`config.mk`:
```
export PLATFORM = sky130hd
export DESIGN_NAME = circular_log_send_tracker
export DESIGN_NICKNAME = d
export VERILOG_FILES = /design/src/clst_pkg.sv /design/src/circular_log_send_tracker.sv /design/src/clst_ctrl.sv /design/src/clst_dp.sv
export SDC_FILE = /design/constraint.sdc
export NUM_CORES = 1
export LEC_CHECK = 0
export ABC_CLOCK_PERIOD_IN_PS = 6520
export BUFFER_PORTS_ARGS = -buffer_cell sky130_fd_sc_hd__buf_4
export CORE_ASPECT_RATIO = 1.25
export CORE_MARGIN = 10
export CORE_UTILIZATION = 60
export CTS_CLUSTER_DIAMETER = 60
export CTS_CLUSTER_SIZE = 40
export DETAILED_ROUTE_END_ITERATION = 6
export PLACE_DENSITY_LB_ADDON = 0.12
export SETUP_SLACK_MARGIN = 0.02
export SYNTH_ARGS = -nofsm -noshare
export SYNTH_HDL_FRONTEND = slang
export SYNTH_SLANG_ARGS = --single-unit
export TNS_END_PERCENT = 100
```
`constraint.sdc`:
```
create_clock -name clk -period 6.52 [get_ports clk]
set_input_delay 0.326 -clock clk [delete_from_list [all_inputs] [get_ports clk]]
set_output_delay 0.326 -clock clk [all_outputs]
set_load 0.03 [all_outputs]
```
`src/clst_pkg.sv`:
```
// ----------------------------------------------------------------------------
// clst_pkg
// Types and constants shared by the circular log send tracker modules.
// ----------------------------------------------------------------------------
package clst_pkg;

  // Field widths.
  localparam int IDX_W       = 10;
  localparam int STAMP_W     = 64;
  localparam int OP_W        = 3;
  localparam int IN_TDATA_W  = 80;
  localparam int OUT_TDATA_W = 80;
  localparam int IN_PAD_W    = IN_TDATA_W - IDX_W - STAMP_W - 1;
  localparam int OUT_PAD_W   = OUT_TDATA_W - IDX_W - STAMP_W;

  // An all-ones stamp marks an empty slot.
  localparam logic [STAMP_W-1:0] STAMP_EMPTY = {STAMP_W{1'b1}};

  // Operation codes.
  typedef enum logic [OP_W-1:0] {
    OP_SCAN    = 3'd0,
    OP_END     = 3'd1,
    OP_WRITE   = 3'd2,
    OP_SEND    = 3'd3,
    OP_CONFIRM = 3'd4
  } op_t;

  // Controller states.
  typedef enum logic {
    ST_IDLE = 1'b0,
    ST_EXEC = 1'b1
  } state_t;

  // Commands from the controller to the datapath.
  typedef struct packed {
    logic load_in;
    logic exec;
  } dp_cmd_t;

endpackage

```
`src/circular_log_send_tracker.sv`:
```
// Each item is registered in the input register, then executed into the result register.
// A new item is taken only once the current one has executed.
// The execute cycle waits while the previous result is still held unaccepted.
// Reset (rst_n low, synchronous) empties the log pointers and clears all marks.
// No clearing pass: the block accepts items in the first cycle after reset.
// ----------------------------------------------------------------------------
// circular_log_send_tracker
// Slot pointer manager for a circular record log with send tracking.
// ----------------------------------------------------------------------------
module circular_log_send_tracker
  import clst_pkg::*;
#(
  parameter int SLOT_COUNT = 1024
) (
  input  logic                   clk,
  input  logic                   rst_n,
  input  logic                   in_tvalid,
  output logic                   in_tready,
  // [9:0] record_index, [73:10] record_stamp, [74] record_sent, rest zero
  input  logic [IN_TDATA_W-1:0]  in_tdata,
  // [2:0] operation
  input  logic [OP_W-1:0]        in_tuser,
  output logic                   out_tvalid,
  input  logic                   out_tready,
  // [9:0] result_index, [73:10] result_stamp, rest zero
  output logic [OUT_TDATA_W-1:0] out_tdata,
  // [0] result_valid
  output logic                   out_tuser
);

  dp_cmd_t            cmd;
  logic [IDX_W-1:0]   res_idx;
  logic [STAMP_W-1:0] res_stamp;

  clst_ctrl u_ctrl (
    .clk        (clk),
    .rst_n      (rst_n),
    .in_tvalid  (in_tvalid),
    .in_tready  (in_tready),
    .out_tvalid (out_tvalid),
    .out_tready (out_tready),
    .cmd        (cmd)
  );

  clst_dp #(
    .SLOT_COUNT (SLOT_COUNT)
  ) u_dp (
    .clk       (clk),
    .rst_n     (rst_n),
    .cmd       (cmd),
    .in_op     (in_tuser),
    .in_idx    (in_tdata[IDX_W-1:0]),
    .in_stamp  (in_tdata[IDX_W+STAMP_W-1:IDX_W]),
    .in_sent   (in_tdata[IDX_W+STAMP_W]),
    .res_valid (out_tuser),
    .res_idx   (res_idx),
    .res_stamp (res_stamp)
  );

  // Pack the result fields, lowest field first.
  assign out_tdata = {{OUT_PAD_W{1'b0}}, res_stamp, res_idx};

endmodule

```
`src/clst_ctrl.sv`:
```
// ----------------------------------------------------------------------------
// clst_ctrl
// Controller: takes one item, runs it through the datapath once the output
// register is free, and owns both handshakes.
// ----------------------------------------------------------------------------
module clst_ctrl
  import clst_pkg::*;
(
  input  logic    clk,
  input  logic    rst_n,
  input  logic    in_tvalid,
  output logic    in_tready,
  output logic    out_tvalid,
  input  logic    out_tready,
  output dp_cmd_t cmd
);

  state_t state_r;
  state_t state_nxt;
  logic   out_valid_r;
  logic   out_valid_nxt;
  logic   out_free;

  // The output register can take a new result when empty or being drained.
  assign out_free = !out_valid_r || out_tready;

  // Next state.
  always_comb begin
    state_nxt = state_r;
    unique case (state_r)
      ST_IDLE: begin
        if (in_tvalid) begin
          state_nxt = ST_EXEC;
        end
      end
      ST_EXEC: begin
        if (out_free) begin
          state_nxt = ST_IDLE;
        end
      end
      default: state_nxt = ST_IDLE;
    endcase
  end

  // Outputs and commands.
  always_comb begin
    in_tready   = 1'b0;
    cmd.load_in = 1'b0;
    cmd.exec    = 1'b0;
    unique case (state_r)
      ST_IDLE: begin
        in_tready   = 1'b1;
        cmd.load_in = in_tvalid;
      end
      ST_EXEC: begin
        cmd.exec = out_free;
      end
      default: begin
        in_tready = 1'b0;
      end
    endcase
  end

  // Result valid flag: set on execution, cleared once the transfer completes.
  always_comb begin
    out_valid_nxt = out_valid_r;
    if (cmd.exec) begin
      out_valid_nxt = 1'b1;
    end else if (out_tready) begin
      out_valid_nxt = 1'b0;
    end
  end

  always_ff @(posedge clk) begin
    if (!rst_n) begin
      state_r     <= ST_IDLE;
      out_valid_r <= 1'b0;
    end else begin
      state_r     <= state_nxt;
      out_valid_r <= out_valid_nxt;
    end
  end

  assign out_tvalid = out_valid_r;

endmodule

```
`src/clst_dp.sv`:
```
// ----------------------------------------------------------------------------
// clst_dp
// Datapath: input register, slot pointer state and result register.
// ----------------------------------------------------------------------------
module clst_dp
  import clst_pkg::*;
#(
  parameter int SLOT_COUNT = 1024
) (
  input  logic                   clk,
  input  logic                   rst_n,
  input  dp_cmd_t                cmd,
  input  logic [OP_W-1:0]        in_op,
  input  logic [IDX_W-1:0]       in_idx,
  input  logic [STAMP_W-1:0]     in_stamp,
  input  logic                   in_sent,
  output logic                   res_valid,
  output logic [IDX_W-1:0]       res_idx,
  output logic [STAMP_W-1:0]     res_stamp
);

  // Slot registers are wide enough for both the index field and the log size.
  localparam int SLOT_W = ($clog2(SLOT_COUNT) > IDX_W) ? $clog2(SLOT_COUNT) : IDX_W;
  localparam logic [SLOT_W:0] SLOT_LIMIT = (SLOT_W + 1)'(SLOT_COUNT);

  function automatic logic [SLOT_W-1:0] wrap_inc(input logic [SLOT_W-1:0] s);
    logic [SLOT_W:0] n;
    n = {1'b0, s} + (SLOT_W + 1)'(1);
    return (n >= SLOT_LIMIT) ? '0 : n[SLOT_W-1:0];
  endfunction

  // Captured item.
  logic [OP_W-1:0]    op_r;
  logic [IDX_W-1:0]   idx_r;
  logic [STAMP_W-1:0] stamp_r;
  logic               sent_r;

  // Pointer state.
  logic               has_r,       has_nxt;
  logic [SLOT_W-1:0]  old_slot_r,  old_slot_nxt;
  logic [SLOT_W-1:0]  new_slot_r,  new_slot_nxt;
  logic [STAMP_W-1:0] old_stamp_r, old_stamp_nxt;
  logic [STAMP_W-1:0] new_stamp_r, new_stamp_nxt;
  logic               ss_r,        ss_nxt;
  logic [STAMP_W-1:0] ss_stamp_r,  ss_stamp_nxt;
  logic [SLOT_W-1:0]  ss_slot_r,   ss_slot_nxt;
  logic               ls_v_r,      ls_v_nxt;
  logic [SLOT_W-1:0]  ls_slot_r,   ls_slot_nxt;
  logic               if_v_r,      if_v_nxt;
  logic [SLOT_W-1:0]  if_slot_r,   if_slot_nxt;

  // Result register and its next value.
  logic               res_valid_r, res_valid_nxt;
  logic [SLOT_W-1:0]  res_slot_r,  res_slot_nxt;
  logic [STAMP_W-1:0] res_stamp_r, res_stamp_nxt;

  logic [SLOT_W-1:0]  idx_ext;
  logic               rec_ok;
  logic [SLOT_W-1:0]  new_inc;
  logic               drop;

  assign idx_ext = SLOT_W'(idx_r);
  assign rec_ok  = ({1'b0, idx_ext} < SLOT_LIMIT) && (stamp_r != STAMP_EMPTY);
  assign new_inc = wrap_inc(new_slot_r);
  // A write that lands on the oldest slot pushes the oldest pointer forward.
  assign drop    = has_r && (old_slot_r != new_slot_r) && (old_slot_r == new_inc);

  // Input capture.
  always_ff @(posedge clk) begin
    if (cmd.load_in) begin
      op_r    <= in_op;
      idx_r   <= in_idx;
      stamp_r <= in_stamp;
      sent_r  <= in_sent;
    end
  end

  // Operation execution.
  always_comb begin
    has_nxt       = has_r;
    old_slot_nxt  = old_slot_r;
    new_slot_nxt  = new_slot_r;
    old_stamp_nxt = old_stamp_r;
    new_stamp_nxt = new_stamp_r;
    ss_nxt        = ss_r;
    ss_stamp_nxt  = ss_stamp_r;
    ss_slot_nxt   = ss_slot_r;
    ls_v_nxt      = ls_v_r;
    ls_slot_nxt   = ls_slot_r;
    if_v_nxt      = if_v_r;
    if_slot_nxt   = if_slot_r;
    res_valid_nxt = 1'b0;
    res_slot_nxt  = '0;
    res_stamp_nxt = '0;
    unique case (op_r)
      OP_SCAN: begin
        // Slot zero opens a new scan.
        if (idx_r == '0) begin
          has_nxt       = 1'b0;
          ss_nxt        = 1'b0;
          if_v_nxt      = 1'b0;
          old_stamp_nxt = STAMP_EMPTY;
          new_stamp_nxt = STAMP_EMPTY;
        end
        if (rec_ok) begin
          if (!has_nxt) begin
            has_nxt       = 1'b1;
            old_slot_nxt  = idx_ext;
            new_slot_nxt  = idx_ext;
            old_stamp_nxt = stamp_r;
            new_stamp_nxt = stamp_r;
          end else begin
            if (stamp_r < old_stamp_nxt) begin
              old_stamp_nxt = stamp_r;
              old_slot_nxt  = idx_ext;
            end
            if (stamp_r > new_stamp_nxt) begin
              new_stamp_nxt = stamp_r;
              new_slot_nxt  = idx_ext;
            end
          end
          if (sent_r && (!ss_nxt || stamp_r > ss_stamp_r)) begin
            ss_nxt       = 1'b1;
            ss_stamp_nxt = stamp_r;
            ss_slot_nxt  = idx_ext;
          end
        end
      end
      OP_END: begin
        ls_v_nxt      = ss_r;
        ls_slot_nxt   = ss_r ? ss_slot_r : '0;
        res_stamp_nxt = has_r ? new_stamp_r : STAMP_EMPTY;
      end
      OP_WRITE: begin
        if (!has_r) begin
          has_nxt      = 1'b1;
          old_slot_nxt = '0;
          new_slot_nxt = '0;
        end else begin
          new_slot_nxt = new_inc;
          if (drop) begin
            if (if_v_r && if_slot_r == old_slot_r) begin
              if_v_nxt = 1'b0;
            end
            if (ls_v_r && ls_slot_r == old_slot_r) begin
              ls_v_nxt = 1'b0;
            end
            old_slot_nxt = wrap_inc(old_slot_r);
          end
        end
        res_valid_nxt = 1'b1;
        res_slot_nxt  = new_slot_nxt;
      end
      OP_SEND: begin
        if (ls_v_r) begin
          if (ls_slot_r == new_slot_r) begin
            if_v_nxt = 1'b0;
          end else begin
            if_v_nxt    = 1'b1;
            if_slot_nxt = wrap_inc(ls_slot_r);
          end
        end else begin
          if_v_nxt    = has_r;
          if_slot_nxt = has_r ? old_slot_r : '0;
        end
        res_valid_nxt = if_v_nxt;
        res_slot_nxt  = if_v_nxt ? if_slot_nxt : '0;
      end
      OP_CONFIRM: begin
        if (if_v_r) begin
          ls_v_nxt      = 1'b1;
          ls_slot_nxt   = if_slot_r;
          res_valid_nxt = 1'b1;
          res_slot_nxt  = if_slot_r;
        end
      end
      default: begin
        res_valid_nxt = 1'b0;
      end
    endcase
  end

  // Pointer state registers.
  always_ff @(posedge clk) begin
    if (!rst_n) begin
      has_r       <= 1'b0;
      old_slot_r  <= '0;
      new_slot_r  <= '0;
      old_stamp_r <= STAMP_EMPTY;
      new_stamp_r <= STAMP_EMPTY;
      ss_r        <= 1'b0;
      ss_stamp_r  <= '0;
      ss_slot_r   <= '0;
      ls_v_r      <= 1'b0;
      ls_slot_r   <= '0;
      if_v_r      <= 1'b0;
      if_slot_r   <= '0;
    end else if (cmd.exec) begin
      has_r       <= has_nxt;
      old_slot_r  <= old_slot_nxt;
      new_slot_r  <= new_slot_nxt;
      old_stamp_r <= old_stamp_nxt;
      new_stamp_r <= new_stamp_nxt;
      ss_r        <= ss_nxt;
      ss_stamp_r  <= ss_stamp_nxt;
      ss_slot_r   <= ss_slot_nxt;
      ls_v_r      <= ls_v_nxt;
      ls_slot_r   <= ls_slot_nxt;
      if_v_r      <= if_v_nxt;
      if_slot_r   <= if_slot_nxt;
    end
  end

  // Result register; held until the controller runs the next item.
  always_ff @(posedge clk) begin
    if (cmd.exec) begin
      res_valid_r <= res_valid_nxt;
      res_slot_r  <= res_slot_nxt;
      res_stamp_r <= res_stamp_nxt;
    end
  end

  assign res_valid = res_valid_r;
  assign res_idx   = res_slot_r[IDX_W-1:0];
  assign res_stamp = res_stamp_r;

endmodule

```
Yosys cells after proc, flatten, opt, wreduce, memory -nomap -nowiden
Cells that the tools add are included. W data, S select, Z words.

Bits in registers: 401. Word-level logic and storage cells: 141. Input bits: 87.

Equality and inequality tests: 20. $lt $le $gt $ge: 6. Bitwise gates (word level): 1. Mux-type cells: 65. Add/sub/neg operators: 3. Reduce and logical (&&, ||, !) cells: 25.

Operators by type and width (number): $mux W64 (11); $mux W10 (19); $gt A64 B64 Y1 (2); $lt A64 B64 Y1 (1); $ne A64 B64 Y1 const B (1); $pmux W10 S2 (3); $eq A10 B10 Y1 (4); $add A10 B1 Y11 const B (3); $ge A11 B11 Y1 const B (3); $pmux W10 S3 (1); $mux W1 (26); $ne A2 B1 Y1 const B (7); $reduce_and A6 Y1 (2); $logic_not A10 Y1 (1); $ne A10 B10 Y1 (1); $ne A3 B3 Y1 const B (3); $pmux W1 S3 (3); $reduce_and A4 Y1 (2); $eq A3 B2 Y1 const B (2); $reduce_and A2 Y1 (3); $reduce_bool A2 Y1 (3); $reduce_bool A3 Y1 (2); $logic_and A1 B1 Y1 (5); $reduce_and A5 Y1 (1); other kinds (8) (11).

Longest topological paths before layout
Gate-level depths: netlist (run 1).

Depth after elaboration: 8. Mapped depth: 18. Depth with buffers taken out: 13.

Hierarchy
Synthesis (run 1) repeated with hierarchy kept, for this count alone.

Cells, all modules: 2123. Area, all modules: 20624.8 µm².

Modules (own cells, without submodules): clst_dp (times used 1, area each 20465.9 µm², cells each 2106); clst_ctrl (times used 1, area each 110.1 µm², cells each 10); circular_log_send_tracker (times used 1, area each 48.8 µm², cells each 7).

Worst setup path after synthesis (run 1)
Ideal clock, no wire load.

Path kind: register to register. Start point: register u_ctrl.state_r. End point: register u_dp.idx_r[0] (netlist: u_dp.idx_ext[0]) (enable). Setup slack: 2.203 ns. Cell stages (with the launch flop): 2. Library setup time: 0.524 ns. Data required time: 5.996 ns. Data arrival time: 3.793 ns. Path buffers: 0. Path through: dfxtp_1 -> nor2b_1.

RTL lines: start: declaration (RTL line clst_ctrl.sv:18) `state_t state_r;`; start signal: assignment (RTL line clst_ctrl.sv:79) `state_r <= state_nxt;`; end signal: assignment (RTL line clst_dp.sv:72) `idx_r <= in_idx;`; end: declaration (RTL line clst_dp.sv:34) `logic [IDX_W-1:0] idx_r;`.

Worst setup path after layout (run 1)
Start point: register u_dp.idx_r[9] (netlist: u_dp.idx_ext[9]). End point: register u_dp.old_stamp_r[52].

Longest elaborated chain between the ends: 7. Elaborated cells between the ends (all ways): 9. Classes of those cells: order compare (1); mux (7); reduce/logical (1).

RTL lines: $logic_not A10 Y1 (*) (RTL line clst_dp.sv:98) `if (idx_r == '0) begin`; $mux W64 (RTL line clst_dp.sv:98); $mux W64 (RTL line clst_dp.sv:95) `unique case (op_r)`; $lt A64 B64 Y1 (RTL line clst_dp.sv:113) `if (stamp_r < old_stamp_nxt) begin`; $mux W64 (RTL line clst_dp.sv:113); $mux W64 (RTL line clst_dp.sv:106) `if (!has_nxt) begin`; $mux W64 (*) (RTL line clst_dp.sv:105) `if (rec_ok) begin`; end signal: assignment (RTL line clst_dp.sv:202) `old_stamp_r <= old_stamp_nxt;`; end: declaration (RTL line clst_dp.sv:42) `logic [STAMP_W-1:0] old_stamp_r, old_stamp_nxt;`.

Every way passes the cells marked *; elsewhere a longest branch is shown, timed or not. The select of a mux whose other input is x is not followed. A chain may end at the register's enable or synchronous reset.

==> results of run 1 <==
-- power groups by stage --
stage | clock [mW] | sequential [mW] | combinational, mW
after floorplan | 0 | 2.86 | 0.308
after global placement | 0 | 2.86 | 0.495
after detailed placement | 0 | 2.87 | 0.510
after CTS | 1.96 | 2.81 | 0.551
after global routing | 2.04 | 2.82 | 0.607
final | 1.93 | 2.81 | 0.552
-- critical path, cell delays in order (launching register included) --
cell,delay [ns]
edfxtp_1,0.49
nor4_2,0.39
and4_4,0.55
buf_12,0.34
nor2_1,0.08
ha_1,0.29
a21oi_1,0.13
nor2b_1,0.06
o21ai_0,0.16
nand2b_1,0.11
a2111oi_0,0.94
nand2_1,0.16
nand3_1,0.18
nand3_4,0.64
o22a_1,0.51
-- per-layer routing --
layer | part of all wire | track usage | vias up | wire, um
li1 | - | - | 7974 | -
met1 | 0.39 | 0.313 | 8061 | 22500
met2 | 0.51 | 0.471 | 463 | 28900
met3 | 0.046 | 0.0298 | 149 | 2630
met4 | 0.052 | 0.138 | 2 | 2960
met5 | 0.00023 | 0 | - | 13
-- stage by stage --
stage	area (sq um)	power (mW)	setup WS, ns	utilization	cells
final	23700	5.29	1.31	0.700	2680
after global routing	23700	5.47	0.899	0.700	2680
after CTS	23700	5.32	1.33	0.700	2680
after detailed placement	21900	3.37	1.37	0.647	2549
after global placement	21900	3.36	1.45	0.647	2549
after floorplan	20700	3.17	2.20	-	2097
-- cells in the mapped netlist (all sizes together) (3+ instances only) --
library cell | instances | area (sq um)
edfxtp | 153 | 4590
o22a | 128 | 1120
clkbuf | 67 | 251
a21oi | 136 | 681
nor2 | 190 | 713
nor3 | 13 | 70.1
o21a | 10 | 75.1
nand2 | 116 | 435
a211o | 3 | 27.5
xor2 | 31 | 272
a2111oi | 3 | 26.3
ha | 194 | 2430
a211oi | 21 | 158
xnor2 | 26 | 228
nand2b | 8 | 50.1
o221ai | 7 | 61.3
a221oi | 4 | 41.3
nand3 | 119 | 613
dfxtp | 248 | 4960
o21ai | 56 | 284
nand4 | 60 | 397
o2111ai | 3 | 26.3
o211ai | 11 | 96.3
a22oi | 14 | 105
and4 | 6 | 52.6
a21boi | 5 | 37.5
buf | 80 | 487
and3 | 13 | 81.3
nor4 | 21 | 156
and2 | 5 | 33.8
o22ai | 5 | 31.3
mux2i | 9 | 90.1
nor2b | 10 | 62.6
nand3b | 5 | 37.5
inv | 145 | 544
a21o | 56 | 420
a311oi | 13 | 114
or3 | 3 | 23.8
o31ai | 68 | 510
-- worst paths after layout --
path	from	endpoint	slack, ns	cells after the start
max reg2reg	u_dp.idx_ext[9]$_DFFE_PP_	u_dp.old_stamp_r[52]$_SDFFE_PN1P_	1.31	14
min	out_tready	u_ctrl.out_tvalid$_SDFFE_PN0P_	0.05	3
max	u_dp.idx_ext[9]$_DFFE_PP_	u_dp.old_stamp_r[52]$_SDFFE_PN1P_	1.31	14
min reg2reg	u_dp.old_stamp_r[57]$_SDFFE_PN1P_	u_dp.old_stamp_r[57]$_SDFFE_PN1P_	0.47	1
-- logic make-up (layout without fill, tap and decap cells) --
group,after synthesis,count (layout),synth area share
xor gates and xnor gates,57,57,0.0241
muxes,12,12,0.00654
AOI/OAI and AO/OA,560,560,0.193
adders and majority gates,194,194,0.117
buffers and inverters,292,452,0.0620
other,1,6,0.000181
DFF,401,401,0.462
and+or+nand+nor,575,575,0.134
-- sequential cells by signal (all words and copies together) (netlist names), 3 cells and up --
name and count:
u_dp.idx_ext 10, u_dp.if_slot_r 10, u_dp.ls_slot_r 10, u_dp.new_slot_r 10
u_dp.new_stamp_r 64, u_dp.old_slot_r 10, u_dp.old_stamp_r 64, u_dp.op_r 3
u_dp.res_idx 10, u_dp.res_stamp 64, u_dp.ss_slot_r 10, u_dp.ss_stamp_r 64
u_dp.stamp_r 64
-- cell type report --
| cell class | instances | area, sq um |
|---|---|---|
| well taps | 423 | 529 |
| repair buffers | 255 | 2140 |
| fillers | 2564 | 10100 |
| inverters | 145 | 546 |
| clock inverters | 22 | 295 |
| multi-input cells | 1404 | 9880 |
| flip-flops and latches | 401 | 9560 |
| clock buffers | 30 | 718 |
==> run metrics, run 1 <==
Root Driver=clkbuf_16; pwr/cell area=~220 mW/mm^2; NetSw=between 1 and 1.5 mW; clk sinks=401; CP arrival=5.69 ns; Seq pwr share=0.531; Core Area=0.0338 sq mm; Hold Buf Count CTS=roughly 80; period utilization=0.799; leakage=a little over 10 nW; DIE AREA=roughly 0.042 sq mm; Hold WC Path Type=primary input to flop; Synth Flop Type=dfxtp_1; largest net degree at the start of global routing=81; via/cell ratio=a little over 6; clk_lat worst skew=approximately 0.60 ns; status=finished clean; Routed Antenna Nets=0; Data required, critical path=7.01 ns; Post-route DRC=0; fin. max-slew vios=0; number of synthesized flops with an enable pin=153; total of max-cap violations=0; clock skew=between 0.02 and 0.025 ns; DR pass1 iterations=5; cts repair resizes=0; count of cell types in the netlist=between 70 and 80; synthesized cell area=between 0.02 and 0.025 sq mm; Clk pin slew, worst setup/hold paths=0.10 ns; hold_ws=~0.046 ns; RePlAce Congestion=0.943; ANT cells=0; Post-CTS Setup Bufs=0; Peak Freq=0.192 GHz; DIE HEIGHT=between 200 and 250 um; Async S/R FF share, synth=0; synth warn=0; Detail Placement HPWL=just under 40 mm; Port Buf Inserts=158; gr usage total=0.267; Cells after Synth=2,092; Final Hold Viols=0; Max H-tree Level=1; Synth Register Bits=around 400; Die W=about 190 um; Num CTS Buffers=28; min Tclk post-route=5.21 ns; Clock power frac=0.365; row cnt=75; Top Ports=170; Wirelength per Cell=21.3 um; Initial Utilization=0.612; relative slew slack=0.288; vias after detailed routing=16,600; share of cells above drive strength 1=0.115; CP Max Fanout=around 70; first-pass GRT wire length=between 80 and 90 mm; commonest non-fill, non-tap cells in the layout=dfxtp_1, ha_1, nor2_1, buf_4, edfxtp_1; Initial DRC Count=between 1,000 and 1,500; RSZ-0062 raised after global routing=no; clock buffer depth=3; Area Overhead vs Synth=14.4%; Final setup viols=0; routed wire length=~57 mm; Int Power=3.81 mW; Seq/Total Area, Yosys=0.462; most common cell after layout, fill and taps aside=dfxtp_1; CTS tree=built; worst slew pin tran=between 1 and 1.5 ns; Startpoint Class=flop; setup TNS=0 ns; Max rail drop VDD=approximately 0.22 mV; Combinational Power Share=0.104; NumNets Final=2,516; crit path kind=flop to flop; Setup crit end kind=flop; grt ovf=0; vias in the first global route=16,600; initial antenna violation count=1; switching part of the total=0.280; average cell area after synthesis=around 9.9 sq um
Note: power is estimated with default switching activity, not from simulation.
==> inputs of run 2 (changes only) <==
Settings changed: ABC_CLOCK_PERIOD_IN_PS 6520 to 5400.
Clock period 6.52 ns to 5.4 ns, I/O delays scaled along.
==> run 2 against run 1 <==
Via count increased by 0.80%. Sequential share of layout area decreased by 0.41 points. Maximum frequency rose by 12%. Count of clock-buffer cells in the layout up 4. Register-to-register slack got worse by 0.55 ns. Non-clock buffer count grew 8. Worst hold slack gained 0.20 ns. Global-route usage is 0.39 points higher. Wire length up 1.6%. First-iteration DRC count rose by 12%. Clock power up 31%.
==> run metrics, run 2 (synthesis gave the netlist of run 1 again) <==
Peak Freq=0.216 GHz; share of cells above drive strength 1=0.120; most common cell after layout, fill and taps aside=dfxtp_1; Area Overhead vs Synth=15.6%; period utilization=0.858; leakage=slightly above 10 nW; DP Area=approximately 0.022 sq mm; Wirelength per Cell=around 21 um; RSZ-0062 raised after global routing=no; Startpoint Class=flop; Core Area=approximately 0.034 sq mm; RePlAce Congestion=0.957; Post-route DRC=0; Final Non-Filler Cells=between 2,000 and 3,000; Setup crit end kind=flop; setup TNS=0 ns; Num CTS Buffers=30; Hold WC Path Type=primary input to flop; met2 WL post-DR=a little under 30 mm; Top Ports=170; fin. max-slew vios=0; Data required, critical path=just under 6 ns; met3 WL=2.70 mm; hold_ws=roughly 0.25 ns; Initial DRC Count=around 1,300; cts repair resizes=0; min Tclk post-route=4.63 ns; vias in the first global route=between 15,000 and 20,000; CP Max Fanout=64; DR pass1 iterations=5; via/cell ratio=a little over 6; Initial Utilization=0.612; pwr/cell area=approximately 280 mW/mm^2; Final Hold Viols=0; CP arrival=~5.2 ns; clk_lat worst skew=slightly above 0.6 ns; row cnt=75; commonest non-fill, non-tap cells in the layout=dfxtp_1, ha_1, nor2_1, buf_4, edfxtp_1; placed insts=around 2,600; DIE AREA=0.0423 sq mm; routed wire length=between 50 and 60 mm; gr usage total=0.271; Max H-tree Level=1; Max rail drop VDD=~0.31 mV; NumNets Final=2,526; DIE HEIGHT=228 um; CTS tree=built; Port Buf Inserts=158; Root Driver=clkbuf_16; clock skew=between 0.02 and 0.025 ns; initial antenna violation count=2; relative slew slack=0.370; M1 wire length=approximately 23 mm; Die W=around 190 um; grt ovf=0; clock buffer depth=3; r2r setup slk=approximately 0.77 ns; total of max-cap violations=0; status=finished clean; Detail Placement HPWL=between 30 and 40 mm; clk sinks=roughly 400; Final setup viols=0; largest net degree at the start of global routing=~150; fin area=approximately 0.024 sq mm; Clk pin slew, worst setup/hold paths=approximately 0.09 ns; first-pass GRT wire length=between 90 and 100 mm; worst slew pin tran=approximately 0.94 ns; max layer used=met4; vias after detailed routing=approximately 17,000; crit path kind=flop to flop; Routed Antenna Nets=0
[run 2: area by class of cell]
| class | instances | area (sq um) |
|---|---|---|
| clock inverters | 22 | 308 |
| clock buffers | 34 | 828 |
| well taps | 423 | 529 |
| diodes | 2 | 5.00 |
| fillers | 2494 | 9880 |
| flip-flops and latches | 401 | 9560 |
| repair buffers | 263 | 2250 |
| inverters | 145 | 546 |
| multi-input cells | 1404 | 9880 |
[run 2: worst paths after layout]
path | from | end | cells past startpoint
worst min register to register | u_dp.ss_slot_r[9]$_SDFFE_PN0P_ | u_dp.ss_slot_r[9]$_SDFFE_PN0P_ | 2
worst max register to register | u_dp.idx_ext[0]$_DFFE_PP_ | u_dp.new_stamp_r[54]$_SDFFE_PN1P_ | 15
worst min-delay path | rst_n | u_dp.ss_slot_r[9]$_SDFFE_PN0P_ | 3
worst max-delay path | u_dp.idx_ext[0]$_DFFE_PP_ | u_dp.new_stamp_r[54]$_SDFFE_PN1P_ | 15
[run 2: power by group]
| part | switching, mW | internal, mW | total (mW) |
|---|---|---|---|
| clock network | 1.31 | 1.22 | 2.52 |
| registers | 0.142 | 3.25 | 3.39 |
| logic | 0.398 | 0.279 | 0.677 |
| total | 1.85 | 4.75 | 6.59 |
[run 2: worst max-delay path, cell delays in order (launching register included)]
cell and delay (ns):
edfxtp_1 0.49, nor4_2 0.37, and4_4 0.46, buf_12 0.32, nor2_1 0.10, ha_1 0.30
nand3_1 0.10, nor3_2 0.33, nand3_1 0.27, nor4_1 0.33, a311oi_1 0.13, nand4_1 0.15
a2bb2oi_4 0.31, a21o_2 0.19, buf_4 0.41, o22a_1 0.21
[run 2: repair_timing]
action | CTS | global route
hold buffers | 80 | 0
buffers inserted | 0 | 0
endpoints found under the hold margin | 80 | 0
[run 2: through the flow]
step | util | setup slack [ns] | power (mW)
2_1_floorplan | - | 1.08 | 3.83
3_3_place_gp | 0.650 | 0.897 | 4.06
3_5_place_dp | 0.650 | 0.865 | 4.08
4_1_cts | 0.707 | 0.803 | 6.61
5_1_grt | 0.708 | 0.587 | 6.81
6_report | 0.708 | 0.766 | 6.59
[run 2: metal layers]
metal / track usage / vias up
li1: - / 7986
met1: 0.322 / 8158
met2: 0.478 / 476
met3: 0.0294 / 163
met4: 0.130 / 0
met5: 0 / -
==> inputs of run 3 (changes only) <==
Settings changed: PLACE_DENSITY set to 0.86, PLACE_DENSITY_LB_ADDON 0.12 to not set.
==> run 3 against run 2 <==
Sequential power hardly changed. Core utilization down 0.24 points. Clock skew is 0.0052 ns higher. Non-clock buffer count did not move. Power down 0.71%. Worst hold slack worse by 0.14 ns. Critical path depth up 1. Clock power shrank 2%. Die area unchanged. Via count up 2.8%. Critical path type unchanged. Setup slack lost 0.14 ns.
==> run metrics, run 3 (synthesis gave the netlist of run 1 again) <==
status=finished clean; vias after detailed routing=approximately 17,000; critical path's largest stage delay=0.59 ns; Initial Utilization=0.612; NetSw=between 1.5 and 2 mW; Hold WC Path Type=primary input to flop; Top Ports=170; vias in the first global route=around 17,000; total of max-cap violations=0; Max H-tree Level=1; setup TNS=0 ns; Initial DRC Count=~1,500; Routed Antenna Nets=0; Area Overhead vs Synth=15.2%; Die W=~190 um; Seq pwr share=0.520; Final Non-Filler Cells=2,688; RSZ-0062 raised after global routing=no; row cnt=75; leakage=roughly 10 nW; Startpoint Class=flop; utilization after layout=0.705; slowest stage cell, crit path=a221oi_1; fin. max-slew vios=0; relative slew slack=0.199; Peak Freq=~0.21 GHz; Post-route DRC=0; CP arrival=around 5.3 ns; Max rail drop VDD=around 0.32 mV; first-pass GRT wire length=roughly 92 mm; grt ovf=0; CP Max Fanout=44; share of cells above drive strength 1=0.118; Detail Placement HPWL=about 40 mm; clk_lat worst skew=about 0.60 ns; Final Hold Viols=0; switching part of the total=0.282; DIE AREA=between 0.04 and 0.05 sq mm; fin area=0.0238 sq mm; Root Driver=clkbuf_16; DR pass1 iterations=6; Port Buf Inserts=around 160; crit path kind=flop to flop; commonest non-fill, non-tap cells in the layout=dfxtp_1, ha_1, nor2_1, buf_4, edfxtp_1; hold_ws=0.108 ns; clock skew=approximately 0.028 ns; Post-CTS Setup Bufs=0; most common cell after layout, fill and taps aside=dfxtp_1; Combinational Power Share=0.103; Tot Pwr=roughly 6.5 mW; NumNets Final=2,524; via/cell ratio=approximately 6.4; dpl ws=0.806 ns; clock buffer depth=3; Int Power=4.70 mW; initial antenna violation count=0; DP Area=~0.022 sq mm; Final setup viols=0; Data required, critical path=5.94 ns; clk sinks=401; Wirelength per Cell=between 20 and 25 um; DIE HEIGHT=between 200 and 250 um; period utilization=0.884; Setup crit end kind=flop; worst slew pin tran=about 1.2 ns; min setup slack post-route=roughly 0.63 ns; routed wire length=approximately 58 mm; largest net degree at the start of global routing=88; pwr/cell area=about 270 mW/mm^2; placed insts=around 2,600; ANT cells=0; worst path cell trace=nor4_2 -> and4_4 -> buf_12 -> buf_12 -> nor2_1 -> ha_1 -> a21oi_1 -> o21ai_0 -> a221oi_1 -> o31ai_1 -> a221oi_2 -> nand2_1 -> nand2_1 -> a221o_2 -> buf_4 -> o22a_1; Clk pin slew, worst setup/hold paths=0.09 ns; Clock power frac=0.377; RePlAce Congestion=roughly 0.94; min Tclk post-route=roughly 4.8 ns; CTS tree=built; Num CTS Buffers=28; Core Area=around 0.034 sq mm; gr usage total=0.273
-- run 3: worst max-delay path: cells and delay by family, from the launching register on --
family / cells / cell delay [ns]
AOI/OAI and AO/OA: 7 / 1.86
and+or+nand+nor: 5 / 1.17
DFF: 1 / 0.50
buffers and inverters: 3 / 0.84
adders and majority gates: 1 / 0.28
-- run 3: layout make-up --
cell class | count | area [sq um]
fillers | 2386 | 9960
multi-input cells | 1404 | 9880
flip-flops and latches | 401 | 9560
repair buffers | 263 | 2210
clock buffers | 30 | 739
inverters | 145 | 546
well taps | 423 | 529
clock inverters | 22 | 357
-- run 3: timing repair --
| action | 4_1_cts | 5_1_grt |
|---|---|---|
| hold buffers | 80 | 0 |
| gates resized for setup | 0 | 0 |
| endpoints found under the hold margin | 80 | 0 |
-- run 3: final timing paths --
path / from / to / slack [ns] / cells past startpoint
hold / removal: rst_n / u_ctrl.state_r$_SDFF_PN0_ / 0.11 / 3
setup / recovery: u_dp.idx_ext[0]$_DFFE_PP_ / u_dp.old_stamp_r[45]$_SDFFE_PN1P_ / 0.63 / 16
hold reg to reg: u_dp.ss_slot_r[2]$_SDFFE_PN0P_ / u_dp.ss_slot_r[2]$_SDFFE_PN0P_ / 0.47 / 2
setup reg to reg: u_dp.idx_ext[0]$_DFFE_PP_ / u_dp.old_stamp_r[45]$_SDFFE_PN1P_ / 0.63 / 16
-- run 3: power by group through the flow --
stage / sequential [mW] / clock (mW) / combinational (mW)
final: 3.40 / 2.47 / 0.673
after global routing: 3.41 / 2.61 / 0.734
after CTS: 3.39 / 2.49 / 0.666
after detailed placement: 3.46 / 0 / 0.613
after global placement: 3.46 / 0 / 0.587
after floorplan: 3.46 / 0 / 0.372
-- run 3: metal layers --
layer | routed length, um | part of all wire | track usage | vias to the layer above
met5 | 0 | 0 | 0 | -
met1 | 21600 | 0.37 | 0.307 | 8289
met4 | 2950 | 0.051 | 0.140 | 0
met3 | 4040 | 0.070 | 0.0450 | 198
li1 | - | - | - | 7989
met2 | 29500 | 0.51 | 0.486 | 770
